File: src/sv/lcps_pkg.sv
// Shared types and constants for the LED cube plane scanner.
package lcps_pkg;

  // Request codes carried in req_type.
  localparam logic [1:0] REQ_TICK  = 2'd0;
  localparam logic [1:0] REQ_WRITE = 2'd1;
  localparam logic [1:0] REQ_MARK  = 2'd2;

  // Frame store geometry.
  localparam int unsigned LATCH_COUNT = 8;
  localparam int unsigned FRAME_BYTES = 64;
  localparam int unsigned STORE_BYTES = 2 * FRAME_BYTES;
  localparam int unsigned STORE_AW    = $clog2(STORE_BYTES);
  localparam int unsigned LATCH_W     = $clog2(LATCH_COUNT);
  localparam int unsigned PLANE_W     = 3;
  localparam int unsigned ROW_W       = STORE_AW - LATCH_W;

  // Byte value of every frame store entry after reset.
  localparam logic [7:0] RESET_FILL = 8'h55;
  // Plane mask while the latches are being loaded.
  localparam logic [7:0] ALL_PLANES_OFF = 8'hFF;

  // Depth of the command queue between the front and back parts.
  localparam int unsigned QUEUE_DEPTH = 2;

  // One host or tick item as it arrives.
  typedef struct packed {
    logic [1:0] req_type;
    logic [5:0] byte_address;
    logic [7:0] byte_value;
  } req_t;

  // One latch load as it leaves.
  typedef struct packed {
    logic [2:0] latch_index;
    logic [7:0] column_bits;
    logic [7:0] plane_mask;
    logic       frame_swapped;
    logic       back_free;
    logic       last;
  } res_t;

  // Command handed from the front part to the back part. For a tick, the
  // upper address bits select the frame row and the latch bits are zero.
  typedef struct packed {
    logic                is_tick;
    logic [STORE_AW-1:0] addr;
    logic [7:0]          value;
    logic [7:0]          enable;
    logic                swapped;
    logic                back_free;
  } cmd_t;

endpackage

File: src/sv/lcps_stream_if.sv
// Valid/ready stream interface used for the request and result channels.
interface lcps_stream_if #(
  parameter type payload_t = logic
) ();
  logic     valid;
  logic     ready;
  payload_t payload;

  modport source (output valid, output payload, input ready);
  modport sink (input valid, input payload, output ready);
endinterface

File: src/sv/lcps_front.sv
// Front part: accepts requests, keeps the scan control state, issues commands.
module lcps_front #(
  parameter int unsigned PLANE_COUNT = 8
) (
  input  logic               clk_i,
  input  logic               rst_ni,
  input  logic               req_valid_i,
  output logic               req_ready_o,
  input  lcps_pkg::req_t     req_i,
  output logic               cmd_valid_o,
  input  logic               cmd_ready_i,
  output lcps_pkg::cmd_t     cmd_o
);

  logic                         front_sel_q, front_sel_d;
  logic                         complete_q, complete_d;
  logic [lcps_pkg::PLANE_W-1:0] plane_q, plane_d;
  logic                         accept;
  logic                         last_plane;

  // A request is taken whenever the queue has room for its command.
  assign req_ready_o = cmd_ready_i;
  assign accept      = req_valid_i && cmd_ready_i;

  // The plane counter at or beyond the last plane ends a frame.
  assign last_plane = ({1'b0, plane_q} + 4'd1) >= 4'(PLANE_COUNT);

  // Classify the request and work out the next control state.
  always_comb begin
    front_sel_d   = front_sel_q;
    complete_d    = complete_q;
    plane_d       = plane_q;
    cmd_valid_o   = 1'b0;
    cmd_o         = '0;
    unique case (req_i.req_type)
      lcps_pkg::REQ_TICK: begin
        cmd_valid_o = req_valid_i;
        cmd_o.is_tick = 1'b1;
        cmd_o.addr    = {front_sel_q, plane_q, {lcps_pkg::LATCH_W{1'b0}}};
        cmd_o.enable  = lcps_pkg::ALL_PLANES_OFF ^ (8'd1 << plane_q);
        if (last_plane) begin
          plane_d = '0;
          if (complete_q) begin
            front_sel_d   = ~front_sel_q;
            complete_d    = 1'b0;
            cmd_o.swapped = 1'b1;
          end
        end else begin
          plane_d = plane_q + 3'd1;
        end
        cmd_o.back_free = ~complete_d;
      end
      lcps_pkg::REQ_WRITE: begin
        cmd_valid_o = req_valid_i;
        cmd_o.addr  = {~front_sel_q, req_i.byte_address};
        cmd_o.value = req_i.byte_value;
      end
      lcps_pkg::REQ_MARK: begin
        complete_d = 1'b1;
      end
      default: begin
      end
    endcase
  end

  // Control state registers, updated only when a request transfers.
  always_ff @(posedge clk_i or negedge rst_ni) begin
    if (!rst_ni) begin
      front_sel_q <= 1'b0;
      complete_q  <= 1'b0;
      plane_q     <= '0;
    end else if (accept) begin
      front_sel_q <= front_sel_d;
      complete_q  <= complete_d;
      plane_q     <= plane_d;
    end
  end

  // A swap happens only at the end of a frame with a completed back frame.
  assert property (@(posedge clk_i) disable iff (!rst_ni)
    (accept && front_sel_d != front_sel_q) |-> (last_plane && complete_q))
    else $error("frame swap outside the end of a frame");

  // The plane counter never leaves the configured range.
  assert property (@(posedge clk_i) disable iff (!rst_ni)
    ({1'b0, plane_q} < 4'(PLANE_COUNT)))
    else $error("plane counter out of range");

  // A completed back frame stays complete until a tick swaps it.
  assert property (@(posedge clk_i) disable iff (!rst_ni)
    $fell(complete_q) |-> $past(front_sel_q) != front_sel_q)
    else $error("complete flag cleared without a swap");

endmodule

File: src/sv/lcps_queue.sv
// Short in-order command queue between the front and back parts.
module lcps_queue (
  input  logic           clk_i,
  input  logic           rst_ni,
  input  logic           push_valid_i,
  output logic           push_ready_o,
  input  lcps_pkg::cmd_t push_cmd_i,
  output logic           pop_valid_o,
  input  logic           pop_ready_i,
  output lcps_pkg::cmd_t pop_cmd_o
);

  localparam int unsigned PtrW = $clog2(lcps_pkg::QUEUE_DEPTH);
  localparam int unsigned CntW = $clog2(lcps_pkg::QUEUE_DEPTH + 1);

  lcps_pkg::cmd_t entries_q [lcps_pkg::QUEUE_DEPTH];
  logic [PtrW-1:0] wr_ptr_q, rd_ptr_q;
  logic [CntW-1:0] count_q;
  logic            push, pop;

  assign push_ready_o = count_q != CntW'(lcps_pkg::QUEUE_DEPTH);
  assign pop_valid_o  = count_q != '0;
  assign pop_cmd_o    = entries_q[rd_ptr_q];
  assign push         = push_valid_i && push_ready_o;
  assign pop          = pop_valid_o && pop_ready_i;

  // Entry storage.
  always_ff @(posedge clk_i) begin
    if (push) begin
      entries_q[wr_ptr_q] <= push_cmd_i;
    end
  end

  // Pointers and fill count.
  always_ff @(posedge clk_i or negedge rst_ni) begin
    if (!rst_ni) begin
      wr_ptr_q <= '0;
      rd_ptr_q <= '0;
      count_q  <= '0;
    end else begin
      if (push) begin
        wr_ptr_q <= (wr_ptr_q == PtrW'(lcps_pkg::QUEUE_DEPTH - 1)) ? '0 : wr_ptr_q + 1'b1;
      end
      if (pop) begin
        rd_ptr_q <= (rd_ptr_q == PtrW'(lcps_pkg::QUEUE_DEPTH - 1)) ? '0 : rd_ptr_q + 1'b1;
      end
      if (push && !pop) begin
        count_q <= count_q + 1'b1;
      end else if (pop && !push) begin
        count_q <= count_q - 1'b1;
      end
    end
  end

endmodule

File: src/sv/lcps_back.sv
// Back part: frame store, latch load sequencer and result register.
module lcps_back (
  input  logic           clk_i,
  input  logic           rst_ni,
  input  logic           cmd_valid_i,
  output logic           cmd_ready_o,
  input  lcps_pkg::cmd_t cmd_i,
  output logic           res_valid_o,
  input  logic           res_ready_i,
  output lcps_pkg::res_t res_o
);

  typedef enum logic [1:0] {
    B_IDLE,
    B_READ,
    B_LOAD
  } state_e;

  state_e                        state_q;
  logic [lcps_pkg::ROW_W-1:0]    row_q;
  logic [lcps_pkg::LATCH_W-1:0]  latch_q;
  logic [7:0]                    enable_q;
  logic                          swapped_q;
  logic                          free_q;
  logic                          res_valid_q;
  lcps_pkg::res_t                res_q;

  logic [7:0]                    store_q [lcps_pkg::STORE_BYTES];
  logic [lcps_pkg::STORE_BYTES-1:0] written_q;
  logic [7:0]                    rd_data_q;
  logic                          rd_written_q;
  logic [lcps_pkg::STORE_AW-1:0] rd_addr;
  logic                          store_we;
  logic                          out_free;
  logic                          is_last;
  logic [7:0]                    pixel;

  assign cmd_ready_o = state_q == B_IDLE;
  assign store_we    = cmd_valid_i && cmd_ready_o && !cmd_i.is_tick;
  assign rd_addr     = {row_q, latch_q};
  assign out_free    = !res_valid_q || res_ready_i;
  assign is_last     = latch_q == lcps_pkg::LATCH_W'(lcps_pkg::LATCH_COUNT - 1);
  // An entry never written still holds its reset fill.
  assign pixel       = rd_written_q ? rd_data_q : lcps_pkg::RESET_FILL;

  assign res_valid_o = res_valid_q;
  assign res_o       = res_q;

  // Frame store: one write port for host bytes, one registered read port.
  always_ff @(posedge clk_i) begin
    if (store_we) begin
      store_q[cmd_i.addr] <= cmd_i.value;
    end
    rd_data_q    <= store_q[rd_addr];
    rd_written_q <= written_q[rd_addr];
  end

  // Sequencer: one read and one result load per latch.
  always_ff @(posedge clk_i or negedge rst_ni) begin
    if (!rst_ni) begin
      state_q     <= B_IDLE;
      written_q   <= '0;
      res_valid_q <= 1'b0;
      latch_q     <= '0;
      row_q       <= '0;
      enable_q    <= lcps_pkg::ALL_PLANES_OFF;
      swapped_q   <= 1'b0;
      free_q      <= 1'b1;
      res_q       <= '0;
    end else begin
      // A waiting result leaves unless a new load replaces it in the same cycle.
      if (res_valid_q && res_ready_i && !(state_q == B_LOAD && out_free)) begin
        res_valid_q <= 1'b0;
      end
      unique case (state_q)
        B_IDLE: begin
          if (cmd_valid_i) begin
            if (cmd_i.is_tick) begin
              row_q     <= cmd_i.addr[lcps_pkg::STORE_AW-1:lcps_pkg::LATCH_W];
              latch_q   <= '0;
              enable_q  <= cmd_i.enable;
              swapped_q <= cmd_i.swapped;
              free_q    <= cmd_i.back_free;
              state_q   <= B_READ;
            end else begin
              written_q[cmd_i.addr] <= 1'b1;
            end
          end
        end
        B_READ: begin
          state_q <= B_LOAD;
        end
        B_LOAD: begin
          if (out_free) begin
            res_valid_q         <= 1'b1;
            res_q.latch_index   <= 3'(latch_q);
            res_q.column_bits   <= ~pixel;
            res_q.plane_mask    <= is_last ? enable_q : lcps_pkg::ALL_PLANES_OFF;
            res_q.frame_swapped <= swapped_q;
            res_q.back_free     <= free_q;
            res_q.last          <= is_last;
            if (is_last) begin
              state_q <= B_IDLE;
            end else begin
              latch_q <= latch_q + 1'b1;
              state_q <= B_READ;
            end
          end
        end
        default: begin
          state_q <= B_IDLE;
        end
      endcase
    end
  end

  // Every read is followed by a load of the result register.
  assert property (@(posedge clk_i) disable iff (!rst_ni)
    state_q == B_READ |=> state_q == B_LOAD)
    else $error("read not followed by a load");

  // Only the last load of a tick enables exactly one plane.
  assert property (@(posedge clk_i) disable iff (!rst_ni)
    (res_valid_q && res_q.last) |-> ($countones(res_q.plane_mask) == 7
                                     && res_q.latch_index == 3'd7))
    else $error("last load has a bad plane mask or latch index");

  assert property (@(posedge clk_i) disable iff (!rst_ni)
    (res_valid_q && !res_q.last) |-> res_q.plane_mask == lcps_pkg::ALL_PLANES_OFF)
    else $error("plane enabled before the last load");

endmodule

File: src/sv/led_cube_plane_scanner.sv
// Top level of the LED cube plane scanner.
// The scanner takes host requests and scan ticks on req_i and returns latch loads on
// res_o. The back part stores a byte write from its idle state; a mark sends it no
// command. A scan tick gives eight latch loads; each load first reads the frame store
// through its single registered read port and then loads the result register, which
// waits while res_o stalls; the back part is free again after the last load. A two-entry
// command queue lets requests be taken while a tick is still being played out. The frame
// store comes out of reset holding 0x55 in every byte with no clearing pass: a per-byte
// written flag stands in for the fill.
module led_cube_plane_scanner #(
  parameter int unsigned PLANE_COUNT = 8
) (
  input  logic         clk_i,
  input  logic         rst_ni,
  lcps_stream_if.sink   req_i,
  lcps_stream_if.source res_o
);

  logic           cmd_in_valid, cmd_in_ready;
  lcps_pkg::cmd_t cmd_in;
  logic           cmd_out_valid, cmd_out_ready;
  lcps_pkg::cmd_t cmd_out;
  lcps_pkg::req_t req_payload;
  lcps_pkg::res_t res_payload;

  assign req_payload   = req_i.payload;
  assign res_o.payload = res_payload;

  // Front part: request classification and scan control state.
  lcps_front #(
    .PLANE_COUNT(PLANE_COUNT)
  ) u_front (
    .clk_i      (clk_i),
    .rst_ni     (rst_ni),
    .req_valid_i(req_i.valid),
    .req_ready_o(req_i.ready),
    .req_i      (req_payload),
    .cmd_valid_o(cmd_in_valid),
    .cmd_ready_i(cmd_in_ready),
    .cmd_o      (cmd_in)
  );

  // Command queue.
  lcps_queue u_queue (
    .clk_i       (clk_i),
    .rst_ni      (rst_ni),
    .push_valid_i(cmd_in_valid),
    .push_ready_o(cmd_in_ready),
    .push_cmd_i  (cmd_in),
    .pop_valid_o (cmd_out_valid),
    .pop_ready_i (cmd_out_ready),
    .pop_cmd_o   (cmd_out)
  );

  // Back part: frame store and latch loads.
  lcps_back u_back (
    .clk_i      (clk_i),
    .rst_ni     (rst_ni),
    .cmd_valid_i(cmd_out_valid),
    .cmd_ready_o(cmd_out_ready),
    .cmd_i      (cmd_out),
    .res_valid_o(res_o.valid),
    .res_ready_i(res_o.ready),
    .res_o      (res_payload)
  );

endmodule
File: src/flat_wrapper.sv
// flat-port wrapper written by rule: the top's interface ports become plain ports
module led_cube_plane_scanner_flat 
#(
  parameter int unsigned PLANE_COUNT = 8
)
  (clk_i, rst_ni, req_i_valid, req_i_payload, req_i_ready, res_o_valid, res_o_payload, res_o_ready);
  lcps_stream_if req_i_i ();
  lcps_stream_if res_o_i ();
  input  logic clk_i;
  input  logic rst_ni;
  input wire logic [$bits(req_i_i.valid)-1:0] req_i_valid;
  input wire logic [$bits(req_i_i.payload)-1:0] req_i_payload;
  output wire logic [$bits(req_i_i.ready)-1:0] req_i_ready;
  output wire logic [$bits(res_o_i.valid)-1:0] res_o_valid;
  output wire logic [$bits(res_o_i.payload)-1:0] res_o_payload;
  input wire logic [$bits(res_o_i.ready)-1:0] res_o_ready;
  assign req_i_i.valid = req_i_valid;
  assign req_i_i.payload = req_i_payload;
  assign req_i_ready = req_i_i.ready;
  assign res_o_valid = res_o_i.valid;
  assign res_o_payload = res_o_i.payload;
  assign res_o_i.ready = res_o_ready;
  led_cube_plane_scanner #(.PLANE_COUNT(PLANE_COUNT)) u_core (.clk_i(clk_i), .rst_ni(rst_ni), .req_i(req_i_i), .res_o(res_o_i));
endmodule
File: config.mk
export PLATFORM = sky130hd
export DESIGN_NAME = led_cube_plane_scanner_flat
export DESIGN_NICKNAME = d
export VERILOG_FILES = /design/src/sv/lcps_pkg.sv /design/src/sv/lcps_stream_if.sv /design/src/sv/lcps_front.sv /design/src/sv/lcps_queue.sv /design/src/sv/lcps_back.sv /design/src/sv/led_cube_plane_scanner.sv /design/src/flat_wrapper.sv
export SDC_FILE = /design/constraint.sdc
export NUM_CORES = 1
export LEC_CHECK = 0
export BUFFER_PORTS_ARGS = -buffer_cell sky130_fd_sc_hd__clkbuf_2
export CORE_AREA = 2 2 39 41
export CTS_CLUSTER_DIAMETER = 80
export DETAILED_ROUTE_END_ITERATION = 7
export DIE_AREA = 0 0 41 43
export SLEW_MARGIN = 5
export SYNTH_ARGS = -nofsm -noshare
export SYNTH_HDL_FRONTEND = slang
export SYNTH_SLANG_ARGS = --single-unit
File: constraint.sdc
create_clock -name clk_i -period 1.82 [get_ports clk_i]
set_input_delay 0.364 -clock clk_i [delete_from_list [all_inputs] [get_ports clk_i]]
set_output_delay 0.364 -clock clk_i [all_outputs]
set_load 0.005 [all_outputs]
======== Yosys cells after proc, flatten, opt, wreduce, memory -nomap -nowiden ========
Index checks and enable logic that the tools add are counted.
W data, S select, Z words.
cells by class
  add/subtract/negate cells ............... 3
  eq/ne operators ......................... 8
  mux-type cells .......................... 15
  reductions and logical operators ........ 19
operator list
  operator               count
  $mux W3                4
  $mux W2                5
  $ne A2 B2 Y1 const B   5
  $logic_and A1 B1 Y1    7
  $pmux W2 S3            1
  $pmux W3 S2            1
  $reduce_bool A2 Y1     3
  $reduce_and A5 Y1      1
  $logic_not A1 Y1       4
  $mux W1                4
  $add A3 B1 Y3 const B  1
  $eq A3 B3 Y1 const B   1
  $reduce_and A3 Y1      1
  $add A2 B1 Y2 const B  1
  $eq A2 B1 Y1 const B   1
  $eq A2 B2 Y1 const B   1
  $logic_not A2 Y1       1
  $reduce_and A2 Y1      1
  $sub A2 B1 Y2 const B  1
  $logic_or A1 B1 Y1     1
word-level totals
  bits in registers ....................... 9
  input bits .............................. 5
  output and inout port bits .............. 3
  word-level logic and storage cells ...... 50

======== Logic depth before layout (Yosys ltp) ========
Gate-level depths: netlist of the first run.
  word-level depth ........................ 8
  depth in mapped cells ................... 7
  gate-level depth less buffers ........... 6

======== Cells and area by module ========
From an unflattened synthesis of the first run, not the netlist that was laid out.
second synthesis, totals
  cells, all modules ...................... 2283
  area, all modules ....................... 49257.2 µm²
by module, submodules not included
  module                  times used  cells each  area an instance (µm²)  sequential area each (µm²)
  lcps_back               1           2114        46502.1                 35195.0
  lcps_queue              1           99          2170.8                  1661.6
  lcps_front              1           69          580.6                   125.1
  led_cube_plane_scanner  1           1           3.8                     0.0

======== Worst setup path after synthesis of the first run ========
Ideal clock, no wire load.
  path type ............................... reg2reg
  from .................................... reg u_core.u_queue.count_q[0]
  to ...................................... reg u_core.u_queue.count_q[1]
  library setup time ...................... 0.079 ns
  arrival time ............................ 1.311 ns
  data required time ...................... 1.741 ns
  setup slack ............................. 0.429 ns
  stages on the path, launching flop included .. 6
  path buffers ............................ 0
  clock period less this slack ............ 1.391 ns
  cells stage by stage .................... dfrtp_1 > nand2b_1 > and2_1 > ha_1 > nor2_1 > xor2_1
between the ends
  word-level cells in the longest chain between the ends .. 5
  elaborated cells on any way between the ends .. 13
  those cells by class .................... add/sub (2); eq/ne (1); mux (2); reduce/logical (8)
RTL lines
  item                          line                text
  start: declaration            lcps_queue.sv:18    logic [CntW-1:0] count_q;
  start signal: assignment      lcps_queue.sv:48    count_q <= count_q + 1'b1;
  start signal: assignment      lcps_queue.sv:50    count_q <= count_q - 1'b1;
  $ne A2 B2 Y1 (*)              lcps_queue.sv:21    assign push_ready_o = count_q != CntW'(lcps_pkg::QUEUE_DEPTH);
  net req_i_ready               flat_wrapper.sv:13  output wire logic [$bits(req_i_i.ready)-1:0] req_i_ready;
  $logic_and A1 B1 Y1 (*)       lcps_queue.sv:24    assign push = push_valid_i && push_ready_o;
  $logic_not A1 Y1              lcps_queue.sv:49    end else if (pop && !push) begin
  $logic_and A1 B1 Y1           lcps_queue.sv:49
  $reduce_bool A2 Y1 (no line)  --
Mark *: on every way through the listed nets, which the timed path passes. The rest lies on a longest branch. The select of a mux whose other input is x is not followed.
A chain may end at the register's enable or synchronous reset.

======== Worst setup path in the final report of the first run ========
  from .................................... reg u_core.u_queue.count_q[0]
  to ...................................... reg u_core.u_queue.count_q[1]
between the ends
  word-level cells in the longest chain between the ends .. 5
  elaborated cells on any way between the ends .. 13
  those cells by class .................... add/sub (2); eq/ne (1); mux (2); reduce/logical (8)
RTL lines
  item
  branches (longest 5 deep; another with $sub A2 B1 Y2)
Parallel ways; which one is timed is not known. The select of a mux whose other input is x is not followed.

==> results of run 1 <==
## timing repair
| action | 4_1_cts | 5_1_grt |
|---|---|---|
| endpoints found under the setup margin | 0 | 0 |
| hold endpoints to repair | 9 | 0 |
| hold buffers | 1 | 0 |
## synthesized netlist by cell type
| master | instances |
|---|---|
| sky130_fd_sc_hd__dfrtp_1 | 9 |
| sky130_fd_sc_hd__o211ai_1 | 5 |
| sky130_fd_sc_hd__nand2b_1 | 4 |
| sky130_fd_sc_hd__xnor2_1 | 1 |
| sky130_fd_sc_hd__buf_6 | 1 |
| sky130_fd_sc_hd__o21ai_1 | 2 |
| sky130_fd_sc_hd__nand3_1 | 1 |
| sky130_fd_sc_hd__and2_1 | 1 |
| sky130_fd_sc_hd__and2b_4 | 1 |
| sky130_fd_sc_hd__o21ai_0 | 4 |
| sky130_fd_sc_hd__nand2_1 | 4 |
| sky130_fd_sc_hd__o311ai_1 | 1 |
| sky130_fd_sc_hd__nor2_1 | 2 |
| sky130_fd_sc_hd__and2b_1 | 1 |
| sky130_fd_sc_hd__xor2_1 | 2 |
| sky130_fd_sc_hd__a211oi_1 | 1 |
| sky130_fd_sc_hd__ha_1 | 3 |
| sky130_fd_sc_hd__or2b_1 | 1 |
| sky130_fd_sc_hd__nor3_2 | 1 |
## registers in the layout, summed over array words and instances (netlist names)
register and count:
u_core.u_back.state_q 2, u_core.u_back.res_o 1, u_core.u_back.latch_q 3, u_core.u_queue.count_q 2, u_core.u_back.res_valid_o 1
## worst paths after layout
| kind | start | end | slack, ns | cells past startpoint |
|---|---|---|---|---|
| min in group asynchronous | rst_ni | u_core.u_back.latch_q[2]$_DFFE_PN0P_ | 0.48 | 2 |
| hold reg to reg | u_core.u_back.res_o[0]$_DFFE_PN0P_ | u_core.u_back.res_o[0]$_DFFE_PN0P_ | 0.49 | 2 |
| hold / removal | res_o_ready | u_core.u_back.res_valid_o$_DFF_PN0_ | 0.45 | 3 |
| max in group asynchronous | rst_ni | u_core.u_back.res_o[0]$_DFFE_PN0P_ | 1.14 | 2 |
| setup / recovery | u_core.u_queue.count_q[0]$_DFFE_PN0P_ | u_core.u_queue.count_q[1]$_DFFE_PN0P_ | 0.37 | 6 |
| setup reg to reg | u_core.u_queue.count_q[0]$_DFFE_PN0P_ | u_core.u_queue.count_q[1]$_DFFE_PN0P_ | 0.37 | 6 |
## worst max-delay path, stage by stage (launching register included)
cell,delay (ns)
sky130_fd_sc_hd__dfrtp_1,0.44
sky130_fd_sc_hd__nand2b_1,0.18
sky130_fd_sc_hd__and2_1,0.16
sky130_fd_sc_hd__ha_1,0.20
sky130_fd_sc_hd__xor2_1,0.14
sky130_fd_sc_hd__nor2_1,0.11
sky130_fd_sc_hd__xor2_1,0.15
## final cells by class
class | instances | area [µm²] | area share, %
multi-input combinational | 35 | 241 | 43.7
sequential | 9 | 225 | 40.7
timing repair buffer | 7 | 40.0 | 7.24
clock buffer | 4 | 26.3 | 4.75
tap | 16 | 20.0 | 3.62
## cells by family after synthesis
family | after synthesis
AO/OA/AOI/OAI | 13
XOR/XNOR | 3
adder cells (fa/ha/maj) | 3
buffers and inverters | 1
flip-flops | 9
AND/OR/NAND/NOR | 16
## layer usage
layer	up-vias	global-route usage, %
met2	13	14.7
met1	158	18.9
met3	2	6.28
met5	-	0
li1	182	-
met4	0	6.00
## power groups by stage
| stage | clock [mW] | combinational, mW | sequential, mW |
|---|---|---|---|
| after CTS | 0.163 | 0.307 | 0.378 |
| final | 0.157 | 0.299 | 0.376 |
| after floorplan | 0 | 0.278 | 0.343 |
| after detailed placement | 0 | 0.304 | 0.380 |
| after global routing | 0.177 | 0.352 | 0.393 |
| after global placement | 0 | 0.299 | 0.380 |
==> results_dict.tcl, run 1 <==
set metrics [dict create \
    status "completed" \
    ys_ff_latch 9 \
    row_count 14 \
    initial_core_utilization_pct 34.5 \
    max_freq_mhz 691 \
    synth_top_family_by_area "simple AND/OR/NAND/NOR gates" \
    worst-endpoint-required_ns 2.00 \
    synth-xor-area-share_pct 5.50 \
    synth.top_cell.area_share_pct 47.1 \
    yosys-top-cells-area "sky130_fd_sc_hd__dfrtp_1, sky130_fd_sc_hd__ha_1, sky130_fd_sc_hd__o211ai_1" \
    antenna_cells_inserted 0 \
    detail_route.drc_violations 0 \
    report.power.total_mw 0.832 \
    post_cts_resized 0 \
    num_io_pins 8 \
    worst_slew_margin_rel_pct 80.7 \
    yosys.area_share.adder_pct 7.85 \
    final_cells 71 \
    tritoncts_num_sinks 9 \
    routedWlPerCell_um 11.0 \
    syn-mean-instance-area_um2 10.6 \
    fin_crit_ns 1.45 \
    num-fill-cells 148 \
    groute.usage.overall_pct 12.7 \
    timing.critical_path.to_type "register" \
    combPwrFrac_pct 35.9 \
    ctsLongestPathBuffers 2 \
    synth.distinct_cells 19 \
    cts_max_level 1 \
    layout_common_cells "sky130_fd_sc_hd__dfrtp_1, sky130_fd_sc_hd__clkbuf_2, sky130_fd_sc_hd__o211ai_1" \
    vias_per_cell 5.00 \
    fin_crit_sh_pct 79.5 \
    setup_slack_ns 0.374 \
    drive_gt1_share_pct 20.0 \
    die_height_um 43 \
    grt_pass1_vias 329 \
    fin_skew_ns 0.0116 \
    grt_start_max_net_pins 10 \
    number_of_max_slew_violations_in_the_final_report 0 \
    p_clk_share_pct 18.9 \
    synthesis.yosys.warnings 0 \
    overflow 0 \
    dr.max_layer_used "met4" \
    met3_wirelength_um 45 \
    die_area_um2 1760 \
    global_route_wire_length_before_repair_um 1460 \
    gpl.final_weighted_congestion 0.720 \
    met2_routed_wirelength_um 338 \
    power.ir.vdd_worst_mv 0.651 \
    place.detailed.hpwl_um 610 \
    switching_power_as_a_share_of_total_power_pct 37.4 \
    die_w_um 41 \
    clockRootBuffer "sky130_fd_sc_hd__clkbuf_4" \
    leakagePower_nw 0.261 \
    dpl-instance-area_um2 517 \
    switching_power_mw 0.311 \
    mappedNetlistArea_um2 478 \
    synth_nets 53 \
    drt_first_iter_violations 7 \
    cts-buffers-inserted 3 \
    path_clk_slew_ns 0.06 \
    unrepaired_setup_endpoints_after_global_routing "false" \
    core_um2 1380 \
    placement.io_buffers 6 \
    count_of_vias_placed_by_the_detailed_router 355 \
    cp_max_fo 5 \
    share_of_synthesized_area_spent_on_multiplexers_pct 0 \
    critPathKind "reg -> reg" \
    final_antenna_net_count 0 \
    insertion_delay_ns 0.27 \
    report.final.hold_viol_count 0 \
    p_per_area_nw_per_um2 1500 \
    power.share.sequential_pct 45.2 \
    post-route-cell-area_um2 553 \
    postCtsSetupBuffers 0 \
    tns_ns 0 \
    worstHoldPathType "in -> reg" \
    flow.area_growth_from_synthesis_pct 15.7 \
    worst-slew-pin-transition_ns 0.289 \
    compound_cell_area_share_of_the_yosys_netlist_pct 17.5 \
    num-nets-final 64 \
    tritoncts "done" \
    finalCoreUtilization_pct 40.0 \
    crit_path_start_kind "register" \
    dpl.cell_count 66 \
    route.layer.met1.wl_um 379 \
    yosysSeqAreaShare_pct 47.1 \
    synth_simple_gate_area_share_pct 19.6 \
    synthesized_instance_count 45 \
    cell_internal_pwr_mw 0.521 \
    wirelength_um 784 \
    place_ws_ns 0.377 \
    drv_cap 0 \
    layout.cells.most_common "sky130_fd_sc_hd__dfrtp_1" \
    antenna_violations_before_repair 0 \
    drt_pass1_iterations 4 \
    worst_ep_arrival_time_ns 1.63 \
    finalSetupViolCount 0 \
    worst_hold_slack_ns 0.450 \
    synth_top_area_cell "sky130_fd_sc_hd__dfrtp_1" \
]
No activity file was read; power rests on OpenSTA's default activity.
==> run 2, diff against run 1 <==
--- a/config.mk
+++ b/config.mk
@@ -5,6 +5,7 @@
 export SDC_FILE = /design/constraint.sdc
 export NUM_CORES = 1
 export LEC_CHECK = 0
+export ABC_AREA = 1
 export BUFFER_PORTS_ARGS = -buffer_cell sky130_fd_sc_hd__clkbuf_2
 export CORE_AREA = 2 2 39 41
 export CTS_CLUSTER_DIAMETER = 80
==> constraint.sdc (replaced) <==
create_clock -name clk_i -period 1.37 [get_ports clk_i]
set_input_delay 0.274 -clock clk_i [delete_from_list [all_inputs] [get_ports clk_i]]
set_output_delay 0.274 -clock clk_i [all_outputs]
set_load 0.005 [all_outputs]
==> run 2 against run 1 <==
Count of clock-buffer cells in the layout unchanged. Worst setup slack worse by 0.32 ns. Via count up 20%. Critical path depth up 1. Sequential power up 14%. Critical path type unchanged. Largest power group is now combinational cells. Highest routed layer unchanged.
==> results_dict.tcl, run 2 <==
set metrics [dict create \
    status "completed" \
    yosysSeqAreaShare_pct 48.1 \
    combPwrFrac_pct 52.5 \
    initial_core_utilization_pct 33.8 \
    finalCoreUtilization_pct 46.0 \
    largest-register "u_core.u_back.latch_q" \
    core_um2 1380 \
    groute.usage.overall_pct 13.0 \
    worstHoldPathType "in -> reg" \
    worst-slew-pin-transition_ns 0.242 \
    synth.top_cell.area_share_pct 48.1 \
    worst_slew_margin_rel_pct 83.9 \
    die_area_um2 1760 \
    cell_internal_pwr_mw 0.826 \
    critical-path-top-delay-family "flip-flops" \
    insertion_delay_ns 0.26 \
    drive_gt1_share_pct 32.5 \
    worst-endpoint-required_ns 1.53 \
    commonest_register_cell_after_synthesis "sky130_fd_sc_hd__dfrtp_1" \
    synth_async_sr_flop_share_pct 100 \
    antenna_violations_before_repair 0 \
    synth_nets 65 \
    ys_ff_latch 9 \
    vias_per_cell 4.59 \
    drt_first_iter_violations 4 \
    crit_path_frequent_cell "sky130_fd_sc_hd__nand2_1" \
    detail_route.drc_violations 0 \
    number_of_max_slew_violations_in_the_final_report 0 \
    synth_top_area_cell "sky130_fd_sc_hd__dfrtp_1" \
    placement.io_buffers 6 \
    switching_power_mw 0.510 \
    global_routing_met1_resource_utilization_pct 12.7 \
    crit_path_start_kind "register" \
    layout_common_cells "sky130_fd_sc_hd__nand2_1, sky130_fd_sc_hd__inv_1, sky130_fd_sc_hd__buf_4, sky130_fd_sc_hd__dfrtp_1, sky130_fd_sc_hd__clkbuf_2" \
    global_route_wire_length_before_repair_um 1460 \
    report.final.hold_viol_count 0 \
    worst_path_max_delay_cell "sky130_fd_sc_hd__dfrtp_1" \
    timing.critical_path.to_type "register" \
    routedWlPerCell_um 9.91 \
    switching_power_as_a_share_of_total_power_pct 38.2 \
    reg.largest.list "u_core.u_back.latch_q: 3 flops, u_core.u_back.state_q: 2 flops, u_core.u_queue.count_q: 2 flops" \
    synth.distinct_cells 14 \
    yosys.cell_count.top_type "sky130_fd_sc_hd__nand2_1" \
    antenna_cells_inserted 0 \
    timing.critical_path.buf_inv 0 \
    wirelength_um 922 \
    dpl-instance-area_um2 574 \
    overflow 0 \
    drt_pass1_iterations 3 \
    drv_cap 0 \
    die_w_um 41 \
    grt_use_met3_pct 4.71 \
    fin_skew_ns 0.00272 \
    busiest_layer "met2" \
    final_cells 93 \
    dpl.cell_count 86 \
    grt_pass1_vias 406 \
    grt_start_max_net_pins 10 \
    place.detailed.hpwl_um 674 \
    tritoncts "done" \
    gpl.final_weighted_congestion 0.690 \
    final_antenna_net_count 0 \
    worst_ep_arrival_time_ns 1.47 \
    slowest_delay_ns 0.38 \
    flow.area_growth_from_synthesis_pct 36.1 \
    path_clk_slew_ns 0.06 \
    unrepaired_setup_endpoints_after_global_routing "true" \
    synth_enable_flop_cells 0 \
    fin_crit_sh_pct 96.2 \
    count_of_vias_placed_by_the_detailed_router 427 \
    ctsLongestPathBuffers 2 \
    row_count 14 \
    leakagePower_nw 0.345 \
    yosys-top-cells-area "sky130_fd_sc_hd__dfrtp_1, sky130_fd_sc_hd__nand2_1, sky130_fd_sc_hd__ha_1" \
    fin_crit_ns 1.32 \
    finalSetupViolCount 0 \
    groute.layer.met2.usage_pct 19.7 \
    worst_hold_slack_ns 0.292 \
    clockRootBuffer "sky130_fd_sc_hd__clkbuf_4" \
    power.share.sequential_pct 32.2 \
    synth_commonest_cells "sky130_fd_sc_hd__nand2_1, sky130_fd_sc_hd__dfrtp_1, sky130_fd_sc_hd__inv_1" \
    layout.cells.most_common "sky130_fd_sc_hd__nand2_1" \
    synthesis.yosys.warnings 0 \
    post-route-cell-area_um2 637 \
    p_clk_share_pct 15.3 \
    power.ir.vdd_worst_mv 0.673 \
    synthesized_instance_count 57 \
    critPathKind "reg -> reg" \
    largest_reg_flops 3 \
    num-fill-cells 137 \
    syn-mean-instance-area_um2 8.21 \
    tritoncts_num_sinks 9 \
    p_per_area_nw_per_um2 2100 \
    mappedNetlistArea_um2 468 \
    cp_max_fo 2 \
    tns_ns 0 \
    num_io_pins 8 \
    num-nets-final 86 \
    die_height_um 43 \
    cp_cell_sequence "nor2_2 > o21ai_1 > ha_1 > a21oi_2 > nand2_1 > nand2_1 > nand2_1" \
    cts-buffers-inserted 3 \
    cts_max_level 1 \
    max_freq_mhz 759 \
]
==> run 2: cell count changes after synthesis, sizes merged, moves of 3 or more <==
cell and delta:
inv +9, nand2 +12, nand2b -4, nand4 +3, nor2 +5, o211ai -5
o21ai -3
==> run 2: layer usage <==
metal | wire, µm | vias to the layer above
li1 | - | 226
met1 | 432 | 189
met2 | 424 | 8
met3 | 26 | 4
met4 | 38 | 0
met5 | 0 | -
==> run 2: path summary, 6_finish.rpt <==
kind,depth (start not counted),slack [ns],end,from
worst min register to register,2,0.49,u_core.u_back.res_o[0]$_DFFE_PN0P_,u_core.u_back.res_o[0]$_DFFE_PN0P_
worst max-delay path,7,0.05,u_core.u_queue.count_q[1]$_DFFE_PN0P_,u_core.u_back.state_q[0]$_DFFE_PN0P_
min in group asynchronous,2,0.40,u_core.u_back.state_q[1]$_DFFE_PN0P_,rst_ni
worst max register to register,7,0.05,u_core.u_queue.count_q[1]$_DFFE_PN0P_,u_core.u_back.state_q[0]$_DFFE_PN0P_
max in group asynchronous,2,0.77,u_core.u_back.latch_q[0]$_DFFE_PN0P_,rst_ni
worst min-delay path,4,0.29,u_core.u_back.res_valid_o$_DFF_PN0_,res_o_ready
==> run 2: cell type report <==
class | count | area, µm² | share of cell area, %
well taps | 16 | 20.0 | 3.14
repair buffers | 16 | 108 | 16.9
clock buffers | 4 | 26.3 | 4.13
flip-flops and latches | 9 | 225 | 35.4
inverters | 9 | 33.8 | 5.30
multi-input cells | 39 | 224 | 35.2
==> run 2: metrics by stage <==
stage,power [mW],setup WS [ns]
2_1_floorplan,0.787,0.0498
4_1_cts,1.29,0.0118
3_3_place_gp,1.04,0.0179
5_1_grt,1.45,-0.00608
6_report,1.34,0.0517
3_5_place_dp,1.06,-0.0105
==> run 2: timing repair <==
item | in CTS | in global routing
hold endpoints to repair | 9 | 0
endpoints found under the setup margin | 1 | 5
setup buffers | 0 | 2
hold buffers | 1 | 0
pin swaps | 0 | 5
gates resized for setup | 1 | 5
==> run 2: cells by family (layout without fill, tap and decap cells) <==
kind of cell	Yosys count	after routing	synth area share [%]
flops	9	9	48.1
buf+inv	9	29	7.22
xor+xnor	1	1	1.87
simple gates	29	29	27.8
fa+ha+maj	3	3	8.02
compound gates	6	6	6.95
==> run 2: power groups by stage <==
stage / clock [mW] / combinational (mW) / sequential, mW
3_5_place_dp: 0 / 0.631 / 0.426
5_1_grt: 0.226 / 0.789 / 0.439
4_1_cts: 0.213 / 0.656 / 0.421
2_1_floorplan: 0 / 0.345 / 0.442
3_3_place_gp: 0 / 0.619 / 0.425
6_report: 0.205 / 0.701 / 0.430
==> run 2: worst reg2reg max path, cell delays in order, from the launching register on <==
cell                      delay (ns)
sky130_fd_sc_hd__dfrtp_1        0.38
sky130_fd_sc_hd__nor2_2         0.12
sky130_fd_sc_hd__o21ai_1        0.08
sky130_fd_sc_hd__ha_1           0.33
sky130_fd_sc_hd__a21oi_2        0.14
sky130_fd_sc_hd__nand2_1        0.06
sky130_fd_sc_hd__nand2_1        0.06
sky130_fd_sc_hd__nand2_1        0.04
==> run 3, diff against run 2 <==
--- a/config.mk
+++ b/config.mk
@@ -7,11 +7,12 @@
 export LEC_CHECK = 0
 export ABC_AREA = 1
 export BUFFER_PORTS_ARGS = -buffer_cell sky130_fd_sc_hd__clkbuf_2
-export CORE_AREA = 2 2 39 41
+export CORE_MARGIN = 1
+export CORE_UTILIZATION = 44
 export CTS_CLUSTER_DIAMETER = 80
 export DETAILED_ROUTE_END_ITERATION = 7
-export DIE_AREA = 0 0 41 43
 export SLEW_MARGIN = 5
 export SYNTH_ARGS = -nofsm -noshare
 export SYNTH_HDL_FRONTEND = slang
+export SYNTH_HIERARCHICAL = 1
 export SYNTH_SLANG_ARGS = --single-unit
==> run 3 against run 2 <==
Non-clock buffer count is 5 lower. Final area is 23% higher. Synthesized cell count is 56% higher. Clock power is 14% higher. Critical endpoint is now u_core/u_back/latch_q[1]$_DFFE_PN0P_. Largest cell class unchanged. Largest power group unchanged. Highest routed layer unchanged.
==> results_dict.tcl, run 3 <==
set metrics [dict create \
    status "completed" \
    largest_reg_flops 3 \
    flow.area_growth_from_synthesis_pct 7.35 \
    drive_gt1_share_pct 27.2 \
    antenna_cells_inserted 0 \
    critical-path-top-delay-family "flip-flops" \
    final_antenna_net_count 0 \
    num_io_pins 8 \
    dpl.cell_count 102 \
    die_area_um2 1830 \
    tritoncts "done" \
    clockRootBuffer "sky130_fd_sc_hd__clkbuf_4" \
    layout_common_cells "sky130_fd_sc_hd__nand2_1, sky130_fd_sc_hd__inv_1, sky130_fd_sc_hd__dfrtp_1, sky130_fd_sc_hd__clkbuf_2, sky130_fd_sc_hd__nand3_1" \
    initial_core_utilization_pct 48.0 \
    vias_per_cell 4.43 \
    synthesis.yosys.warnings 6 \
    mappedNetlistArea_um2 732 \
    place.detailed.hpwl_um 737 \
    grt_start_max_net_pins 12 \
    worst_ep_arrival_time_ns 1.48 \
    wirelength_um 990 \
    insertion_delay_ns 0.27 \
    combPwrFrac_pct 44.4 \
    gpl.final_weighted_congestion 0.692 \
    synthesized_instance_count 89 \
    finalCoreUtilization_pct 51.6 \
    tritoncts_num_sinks 13 \
    p_clk_share_pct 15.3 \
    leakagePower_nw 0.431 \
    final_cells 108 \
    groute.usage.overall_pct 13.5 \
    die_height_um 42.8 \
    post-route-cell-area_um2 786 \
    global_route_wire_length_before_repair_um 1810 \
    cp_cell_sequence "ha_1 > ha_2 > o21ai_2 > buf_4 > nand3_1 > o21ai_0" \
    dpl-instance-area_um2 723 \
    power.share.sequential_pct 40.3 \
    cts_max_level 1 \
    switching_power_mw 0.592 \
    drt_pass1_iterations 4 \
    number_of_max_slew_violations_in_the_final_report 0 \
    worst_path_max_delay_cell "sky130_fd_sc_hd__dfrtp_1" \
    cp_max_fo 3 \
    timing.critical_path.buf_inv 1 \
    ff_latch_area_um2 335 \
    p_per_area_nw_per_um2 1950 \
    finalSetupViolCount 0 \
    cts-buffers-inserted 3 \
    place_ws_ns 0.0334 \
    placement.io_buffers 6 \
    antenna_violations_before_repair 0 \
    slowest_delay_ns 0.39 \
    die_w_um 42.8 \
    path_clk_slew_ns 0.08 \
    fin_crit_sh_pct 94.9 \
    drt_first_iter_violations 11 \
    power.ir.vdd_worst_mv 1.00 \
    ctsLongestPathBuffers 2 \
    layout.cells.most_common "sky130_fd_sc_hd__nand2_1" \
    report.final.hold_viol_count 0 \
    cell_internal_pwr_mw 0.937 \
    largest-register "u_core/u_back/latch_q" \
    detail_route.drc_violations 0 \
    fin_skew_ns 0.00543 \
    row_count 14 \
    worst-endpoint-required_ns 1.55 \
    setup_slack_ns 0.0705 \
    num-fill-cells 145 \
    crit_path_start_kind "register" \
    critPathKind "reg -> reg" \
    overflow 0 \
    worst_hold_slack_ns 0.275 \
    max_freq_mhz 770 \
    num-nets-final 101 \
    timing.critical_path.to_type "register" \
    multi_input_area_um2 263 \
    switching_power_as_a_share_of_total_power_pct 38.7 \
    count_of_vias_placed_by_the_detailed_router 478 \
    core_um2 1520 \
    syn-mean-instance-area_um2 8.22 \
    drv_cap 0 \
    worstHoldPathType "in -> reg" \
    fin_crit_ns 1.30 \
    grt_pass1_vias 456 \
    routedWlPerCell_um 9.17 \
]
## run 3: repair_timing
action	CTS	global route
hold buffers	1	0
gates resized for setup	0	5
setup endpoints to repair	0	4
hold endpoints to repair	11	0
buffers inserted	0	1
## run 3: final timing paths
kind | cells after the start | start | slack, ns | end
max in group asynchronous | 2 | rst_ni | 0.75 | u_core/u_queue/wr_ptr_q$_DFFE_PN0P_
min in group asynchronous | 2 | rst_ni | 0.40 | u_core/u_queue/count_q[1]$_DFFE_PN0P_
hold / removal | 4 | res_o_ready | 0.27 | u_core/u_back/res_valid_o$_DFF_PN0_
hold reg to reg | 2 | u_core/u_back/res_o[0]$_DFFE_PN0N_ | 0.48 | u_core/u_back/res_o[0]$_DFFE_PN0N_
setup reg to reg | 6 | u_core/u_back/latch_q[0]$_DFFE_PN0P_ | 0.07 | u_core/u_back/latch_q[1]$_DFFE_PN0P_
setup / recovery | 6 | u_core/u_back/latch_q[0]$_DFFE_PN0P_ | 0.07 | u_core/u_back/latch_q[1]$_DFFE_PN0P_
## run 3: worst reg2reg max path: cells and delay by family (launching register included)
kind	cells	cell delay [ns]
fa+ha+maj	2	0.39
buf+inv	1	0.14
flops	1	0.39
compound gates	2	0.23
simple gates	1	0.06
## run 3: final cells by class
class                   count  share of cell area [%]
inverters                  17                    9.08
repair buffers             11                    8.92
well taps                  16                    2.55
multi-input cells          47                    33.4
clock buffers               4                    3.34
flip-flops and latches     13                    42.7
## run 3: metal layers
layer / up-vias / part of all wire, % / routed length (µm) / GRT usage, %
li1: 260 / - / - / -
met1: 207 / 47 / 469 / 18.1
met2: 9 / 45 / 449 / 19.4
met3: 2 / 5.7 / 56 / 6.38
met4: 0 / 1.4 / 14 / 3.75
met5: - / 0 / 0 / 0
## run 3: stage by stage
step | TNS [ns] | total power [mW]
floorplan | 0 | 1.17
global placement | 0 | 1.21
detailed placement | 0 | 1.23
CTS | 0 | 1.47
global route | -0.00405 | 1.68
finish | 0 | 1.53
## run 3: power by group through the flow
stage,Combinational (mW),Clock (mW),Sequential (mW)
final,0.679,0.233,0.617
after global routing,0.786,0.262,0.629
after CTS,0.612,0.243,0.617
after detailed placement,0.601,0,0.626
after global placement,0.588,0,0.623
after floorplan,0.583,0,0.590
